<file path="src/hdl/pfr_pkg.sv">
// shared types, constants and crc helper for the packet frame receiver
package pfr_pkg;

  localparam int HEADER_BYTES_DEFAULT  = 5;
  localparam int PAYLOAD_BYTES_DEFAULT = 64;

  localparam logic [15:0] CRC_INIT = 16'hFFFF;
  localparam logic [15:0] CRC_POLY = 16'h1021;

  localparam logic [7:0]  START_BYTE_RESET = 8'hAA;
  localparam logic [63:0] KEY_LOW_RESET    = 64'h0807060504030201;
  localparam logic [63:0] KEY_HIGH_RESET   = 64'h1615141312111009;

  localparam int CFG_INDEX_W = 2;
  localparam logic [CFG_INDEX_W-1:0] REG_START_BYTE = 2'd0;
  localparam logic [CFG_INDEX_W-1:0] REG_KEY_LOW    = 2'd1;
  localparam logic [CFG_INDEX_W-1:0] REG_KEY_HIGH   = 2'd2;

  localparam logic [1:0] ROLE_IGNORED = 2'd0;
  localparam logic [1:0] ROLE_HEADER  = 2'd1;
  localparam logic [1:0] ROLE_PAYLOAD = 2'd2;
  localparam logic [1:0] ROLE_CRC     = 2'd3;

  typedef struct packed {
    logic [7:0]  start_byte;
    logic [63:0] key_high;
    logic [63:0] key_low;
  } cfg_t;

  typedef struct packed {
    logic       frame_ok;
    logic       frame_done;
    logic [7:0] byte_index;
    logic [1:0] byte_role;
    logic [7:0] out_byte;
  } result_t;

  // crc-16/ccitt-false, one byte msb first
  function automatic logic [15:0] crc_feed(input logic [15:0] crc, input logic [7:0] b);
    logic [15:0] c;
    begin
      c = crc ^ {b, 8'h00};
      for (int i = 0; i < 8; i++) begin
        if (c[15]) begin
          c = {c[14:0], 1'b0} ^ CRC_POLY;
        end else begin
          c = {c[14:0], 1'b0};
        end
      end
      return c;
    end
  endfunction

endpackage

</file>
<file path="src/hdl/packet_frame_receiver.sv">
// top level of the packet frame receiver
//
// received link bytes come in on the s_ stream, one request per byte; each
// byte gives exactly one result request on the m_ stream, in order
// a byte equal to the start byte opens a frame of header, payload and a
// two-byte crc (low byte first); payload bytes are rotated right by 3 and
// xored with the key, and a crc-16/ccitt-false runs over header and plain
// payload; the last crc byte raises tlast and reports the check in tdata
// the cfg channel writes start byte (0), key low (1) and key high (2) and
// is always ready; the user must make writes only while the stream is idle,
// and the block does not enforce it; result valid is registered and rises
// in the cycle after the input request is taken; one byte is taken every
// cycle unless stalled at the single output register after the framer;
// s_tready drops and the result holds only while it is full and not taken
// rst is synchronous; it empties the output register, restores the reset
// register values and returns the framer to waiting for a start byte
module packet_frame_receiver #(
  parameter int HEADER_BYTES  = pfr_pkg::HEADER_BYTES_DEFAULT,
  parameter int PAYLOAD_BYTES = pfr_pkg::PAYLOAD_BYTES_DEFAULT
) (
  input  logic                            clk,
  input  logic                            rst,
  input  logic                            s_tvalid,
  output logic                            s_tready,
  input  logic [7:0]                      s_tdata,   // rx_byte
  output logic                            m_tvalid,
  input  logic                            m_tready,
  output logic [23:0]                     m_tdata,   // out_byte, byte_index, frame_ok, zeros
  output logic [1:0]                      m_tuser,   // byte_role
  output logic                            m_tlast,   // frame_done
  input  logic                            cfg_valid,
  output logic                            cfg_ready,
  input  logic [pfr_pkg::CFG_INDEX_W-1:0] cfg_index,
  input  logic [63:0]                     cfg_data
);

  pfr_pkg::cfg_t    cfg;
  pfr_pkg::result_t result;
  pfr_pkg::result_t out_reg;
  logic             fire;

  assign s_tready = !m_tvalid || m_tready;
  assign fire     = s_tvalid && s_tready;

  pfr_cfg u_cfg (
    .clk       (clk),
    .rst       (rst),
    .cfg_valid (cfg_valid),
    .cfg_ready (cfg_ready),
    .cfg_index (cfg_index),
    .cfg_data  (cfg_data),
    .cfg       (cfg)
  );

  pfr_framer #(
    .HEADER_BYTES  (HEADER_BYTES),
    .PAYLOAD_BYTES (PAYLOAD_BYTES)
  ) u_framer (
    .clk     (clk),
    .rst     (rst),
    .fire    (fire),
    .rx_byte (s_tdata),
    .cfg     (cfg),
    .result  (result)
  );

  always_ff @(posedge clk) begin
    if (rst) begin
      m_tvalid <= 1'b0;
    end else if (fire) begin
      m_tvalid <= 1'b1;
    end else if (m_tready) begin
      m_tvalid <= 1'b0;
    end
  end

  always_ff @(posedge clk) begin
    if (fire) begin
      out_reg <= result;
    end
  end

  assign m_tdata = {7'd0, out_reg.frame_ok, out_reg.byte_index, out_reg.out_byte};
  assign m_tuser = out_reg.byte_role;
  assign m_tlast = out_reg.frame_done;

endmodule

</file>
<file path="src/hdl/pfr_cfg.sv">
// configuration registers: start byte and the two key words
module pfr_cfg (
  input  logic                               clk,
  input  logic                               rst,
  input  logic                               cfg_valid,
  output logic                               cfg_ready,
  input  logic [pfr_pkg::CFG_INDEX_W-1:0]    cfg_index,
  input  logic [63:0]                        cfg_data,
  output pfr_pkg::cfg_t                      cfg
);

  assign cfg_ready = 1'b1;

  always_ff @(posedge clk) begin
    if (rst) begin
      cfg.start_byte <= pfr_pkg::START_BYTE_RESET;
      cfg.key_low    <= pfr_pkg::KEY_LOW_RESET;
      cfg.key_high   <= pfr_pkg::KEY_HIGH_RESET;
    end else if (cfg_valid) begin
      case (cfg_index)
        pfr_pkg::REG_START_BYTE: cfg.start_byte <= cfg_data[7:0];
        pfr_pkg::REG_KEY_LOW:    cfg.key_low    <= cfg_data;
        pfr_pkg::REG_KEY_HIGH:   cfg.key_high   <= cfg_data;
        default: ;
      endcase
    end
  end

endmodule

</file>
<file path="src/hdl/pfr_framer.sv">
// frame tracking, payload decipher and running crc for one byte per cycle in which fire is high
module pfr_framer #(
  parameter int HEADER_BYTES  = pfr_pkg::HEADER_BYTES_DEFAULT,
  parameter int PAYLOAD_BYTES = pfr_pkg::PAYLOAD_BYTES_DEFAULT
) (
  input  logic             clk,
  input  logic             rst,
  input  logic             fire,
  input  logic [7:0]       rx_byte,
  input  pfr_pkg::cfg_t    cfg,
  output pfr_pkg::result_t result
);

  localparam logic [1:0] PH_IDLE    = 2'd0;
  localparam logic [1:0] PH_HEADER  = 2'd1;
  localparam logic [1:0] PH_PAYLOAD = 2'd2;
  localparam logic [1:0] PH_CRC     = 2'd3;

  localparam logic [7:0] HDR_COUNT  = 8'(HEADER_BYTES);
  localparam logic [7:0] DATA_COUNT = 8'(HEADER_BYTES + PAYLOAD_BYTES);
  localparam logic [1:0] PH_AFTER_START = (HEADER_BYTES <= 1) ? PH_PAYLOAD : PH_HEADER;

  logic [1:0]  phase, phase_next;
  logic [7:0]  byte_count, byte_count_next;
  logic [15:0] crc_running, crc_running_next;
  logic [7:0]  crc_low, crc_low_next;

  logic [7:0]   count_inc;
  logic [7:0]   pay_pos;
  logic [127:0] key_all;
  logic [7:0]   key_sel;
  logic [7:0]   plain;

  assign count_inc = byte_count + 8'd1;
  assign pay_pos   = byte_count - HDR_COUNT;
  assign key_all   = {cfg.key_high, cfg.key_low};
  assign key_sel   = key_all[{pay_pos[3:0], 3'b000} +: 8];
  assign plain     = {rx_byte[2:0], rx_byte[7:3]} ^ key_sel;

  always_comb begin
    phase_next       = phase;
    byte_count_next  = byte_count;
    crc_running_next = crc_running;
    crc_low_next     = crc_low;
    result.out_byte   = rx_byte;
    result.byte_role  = pfr_pkg::ROLE_IGNORED;
    result.byte_index = 8'd0;
    result.frame_done = 1'b0;
    result.frame_ok   = 1'b0;
    case (phase)
      PH_IDLE: begin
        if (rx_byte == cfg.start_byte) begin
          crc_running_next = pfr_pkg::crc_feed(pfr_pkg::CRC_INIT, rx_byte);
          byte_count_next  = 8'd1;
          phase_next       = PH_AFTER_START;
          result.byte_role = pfr_pkg::ROLE_HEADER;
        end
      end
      PH_HEADER: begin
        result.byte_index = byte_count;
        result.byte_role  = pfr_pkg::ROLE_HEADER;
        crc_running_next  = pfr_pkg::crc_feed(crc_running, rx_byte);
        byte_count_next   = count_inc;
        if (count_inc >= HDR_COUNT) begin
          phase_next = PH_PAYLOAD;
        end
      end
      PH_PAYLOAD: begin
        result.out_byte   = plain;
        result.byte_index = byte_count;
        result.byte_role  = pfr_pkg::ROLE_PAYLOAD;
        crc_running_next  = pfr_pkg::crc_feed(crc_running, plain);
        byte_count_next   = count_inc;
        if (count_inc >= DATA_COUNT) begin
          phase_next = PH_CRC;
        end
      end
      PH_CRC: begin
        result.byte_index = byte_count;
        result.byte_role  = pfr_pkg::ROLE_CRC;
        if (byte_count == DATA_COUNT) begin
          crc_low_next    = rx_byte;
          byte_count_next = count_inc;
        end else begin
          result.frame_ok   = ({rx_byte, crc_low} == crc_running);
          result.frame_done = 1'b1;
          phase_next        = PH_IDLE;
          byte_count_next   = 8'd0;
        end
      end
      default: ;
    endcase
  end

  always_ff @(posedge clk) begin
    if (rst) begin
      phase       <= PH_IDLE;
      byte_count  <= 8'd0;
      crc_running <= pfr_pkg::CRC_INIT;
      crc_low     <= 8'd0;
    end else if (fire) begin
      phase       <= phase_next;
      byte_count  <= byte_count_next;
      crc_running <= crc_running_next;
      crc_low     <= crc_low_next;
    end
  end

endmodule
</file>
<file path="config.mk">
export PLATFORM = sky130hd
export DESIGN_NAME = packet_frame_receiver
export DESIGN_NICKNAME = d
export VERILOG_FILES = /design/src/hdl/pfr_pkg.sv /design/src/hdl/packet_frame_receiver.sv /design/src/hdl/pfr_cfg.sv /design/src/hdl/pfr_framer.sv
export SDC_FILE = /design/constraint.sdc
export NUM_CORES = 1
export LEC_CHECK = 0
export BUFFER_PORTS_ARGS = -buffer_cell sky130_fd_sc_hd__buf_2
export CAP_MARGIN = 20
export CORE_ASPECT_RATIO = 0.9
export CORE_MARGIN = 2
export CORE_UTILIZATION = 50
export DETAILED_ROUTE_END_ITERATION = 10
export PLACE_DENSITY = 0.66
export SLEW_MARGIN = 20
export SYNTH_ARGS = -nofsm -noshare
export SYNTH_HDL_FRONTEND = slang
export SYNTH_SLANG_ARGS = --single-unit
</file>
<file path="constraint.sdc">
create_clock -name clk -period 4.6 [get_ports clk]
set_input_delay 0.46 -clock clk [delete_from_list [all_inputs] [get_ports clk]]
set_output_delay 0.46 -clock clk [all_outputs]
set_load 0.01 [all_outputs]
</file>
==> results.cfg <==
[clocking]
cts_buffer_depth = 2
cts_setup_buffers = 0
cts_resized = 0
clk_pin_slew_worst_paths_ns = 0.08
ctsHoldBuffers = 0
root_buffer = clkbuf_16
h-tree-depth = 4
clock_sinks = 191
cts_tree = built
clk_latency_ns = 0.44
cts_made_buffers = 17

[worst_setup_path]
crit_path_top_delay_cell = ha_1
rr_worst_depth = 9
critPathMaxStageDelay_ns = 0.75
cp.arrival_ns = 4.15
path_class = flip-flop to flip-flop
cp_num_buf_inv = 2
r2r_setup_slack_ns = 0.81
cpLargestDelayFamily = adder cells
crit_top_cell = inv_1
timing.rr.start = u_framer.byte_count[1]
critPathLaunchType = flip-flop
end_kind = flip-flop
critical_path_required_ns = 4.96
worst-path-max-fanout = 14
path_cells = inv_1, ha_1, inv_1, mux4_2, a22o_1, a221oi_4, xnor2_2, xnor3_1, o2111ai_1
r2r_end = u_framer.crc_running[6]

[logic_synthesis]
syn_avg_cell_area_um2 = 8.80
ys_types = 61
synth.area.mux_share = 0.118
synth-seq-area-share = 0.415
synth-main-ff-cell = dfxtp_1
synthXorXnorAreaFrac = 0.103
synth_top_family_by_area = simple AND/OR/NAND/NOR gates
synth_compound_area_frac = 0.119
async_flop_share = 0
synthAdderAreaFrac = 0.0116
yosys.area_share.simple = 0.187
netlist_instances = 1102
synth_seq_cells = 191
synth-edff-count = 20
yosysWarnings = 0
syn-cell-area_um2 = 9700

[timing]
setup_tns_ns = 0
finalHoldViolCount = 0
tightest_slew_ns = 0.936
fmaxAchievable_mhz = 264
slew_headroom = 0.373
drv_slew = 0
period_needed_ns = 3.79
skew_ns = 0.0124
fin_crit_sh = 0.825
holdWs_ns = 0.235
rsz0062_at_grt = no
finalSetupViolCount = 0

[die]
start_util = 0.508
fp.dieArea_um2 = 20500
ios = 109
die_h_um = 136
core_um2 = 19100
fp.dieW_um = 151
row_count = 48

[layout]
area_delta_synth_final_pct = 11.7
final_cell_mix = nand2_1 (285), dfxtp_1 (170), a21oi_1 (127)
final_common_cell = nand2_1
final-instance-count-excl-fill = 1412
finalNetCount = 1237
fin_util = 0.567
drive_gt1_frac = 0.168
insertedDiodeCount = 0

[route]
drcViolationCount = 0
drtPass1Iterations = 5
ant_nets = 0
vias = 7990
dr.first_iter.drc_count = 668
routed_wl_um = 25500
routedWlPerCell_um = 18.0
via_per_inst = 5.66

[power]
p_leak_nw = 4.07
ir_worst_vdd_mv = 0.281
p_per_area_nw_per_um2 = 334
p_total_mw = 3.61

[min_path]
min_from = cfg_data[42]
hold_depth = 3
min_to = u_cfg.cfg[106]
hold_class = primary input to flip-flop

[global_route]
grt_pass1_vias = 7342
grt_pass1_wl_um = 40600
grt_overflow_total = 0
grtUsageTotal = 0.256
antenna_found_initial = 2
grt_max_degree = 82

[flow_run]
maxCapViolCount = 0

[placed_design]
io_buffers = 100
dp_hpwl_um = 17200
dp_cells = 1380
gp_routability_congestion = 0.847

[run_status]
status = complete, no violations
[tightest hold or removal path, delay by kind of cell]
family | cells | cell delay [ns]
AND/OR/NAND/NOR | 2 | 0.10
buffers and inverters | 1 | 0.09
[per-stage QoR]
stage	instance area, µm²	worst slack (ns)
6_report	10800	0.807
3_3_place_gp	10300	1.03
5_1_grt	10800	0.545
3_5_place_dp	10300	0.846
4_1_cts	10800	0.826
2_1_floorplan	9730	1.17
[flip-flops by register name, summed over array words and instances, names as in the netlist]
signal and cells:
m_tuser 2, u_framer.crc_running 16, u_cfg.cfg 136, u_framer.crc_low 8, m_tvalid 1, m_tlast 1, u_framer.phase 2, u_framer.byte_count 8
m_tdata 17
[layout make-up]
class,instances,area (µm²)
clock buffer,19,433
timing repair buffer,114,608
inverter,11,41.3
tap,250,313
fill,1746,8260
multi-input combinational,814,5260
sequential,191,4030
clock inverter,13,150
[power by group]
part / leakage, nW / internal, mW / switching [mW]
clock network: 0.279 / 0.773 / 0.715
logic: 2.20 / 0.148 / 0.213
registers: 1.59 / 1.74 / 0.0301
[cells by family (layout without fill, tap and decap cells)]
kind of cell	Yosys count	in the layout
adder cells (fa/ha/maj)	9	9
flip-flops	191	191
AND/OR/NAND/NOR	429	429
XOR/XNOR	94	94
AO/OA/AOI/OAI	198	198
other	2	8
buffers and inverters	103	157
multiplexers	76	76
[Yosys cell counts (all sizes together), types with 4 or more instances]
master / instances / area, µm²
nor3: 6 / 30.0
or3: 4 / 25.0
nand2: 285 / 1070
ha: 9 / 113
a31oi: 7 / 43.8
nor2: 47 / 176
buf: 27 / 160
clkbuf: 65 / 244
a21oi: 127 / 636
mux2i: 38 / 380
o311ai: 4 / 35.0
o21ai: 21 / 105
xnor3: 6 / 135
xnor2: 60 / 589
nand3: 45 / 225
mux4: 30 / 676
and3: 9 / 56.3
nor2b: 9 / 56.3
o31a: 5 / 43.8
nand4: 4 / 25.0
dfxtp: 171 / 3420
xor2: 27 / 255
o211ai: 13 / 97.6
mux2: 8 / 90.1
edfxtp: 20 / 601
inv: 9 / 33.8
[layer usage]
metal / up-vias / part of all wire / track usage
li1: 3849 / - / -
met1: 3769 / 0.47 / 0.388
met2: 336 / 0.44 / 0.372
met3: 34 / 0.079 / 0.0436
met4: 2 / 0.014 / 0.0748
met5: - / 0.00051 / 0
[worst max path at each step]
stage / to / slack (ns) / cells after the start / start
2_1_floorplan: u_framer.crc_running[6] / 1.17 / 12 / u_framer.byte_count[0]
3_3_place_gp: u_framer.crc_running[6] / 1.03 / 9 / u_framer.byte_count[1]
3_5_place_dp: u_framer.crc_running[6] / 0.85 / 9 / u_framer.byte_count[1]
4_1_cts: u_framer.crc_running[6] / 0.83 / 9 / u_framer.byte_count[1]
5_1_grt: u_framer.crc_running[6] / 0.55 / 10 / u_framer.byte_count[1]
6_report: u_framer.crc_running[6] / 0.81 / 9 / u_framer.byte_count[1]
No activity file was read; power rests on OpenSTA's default activity.
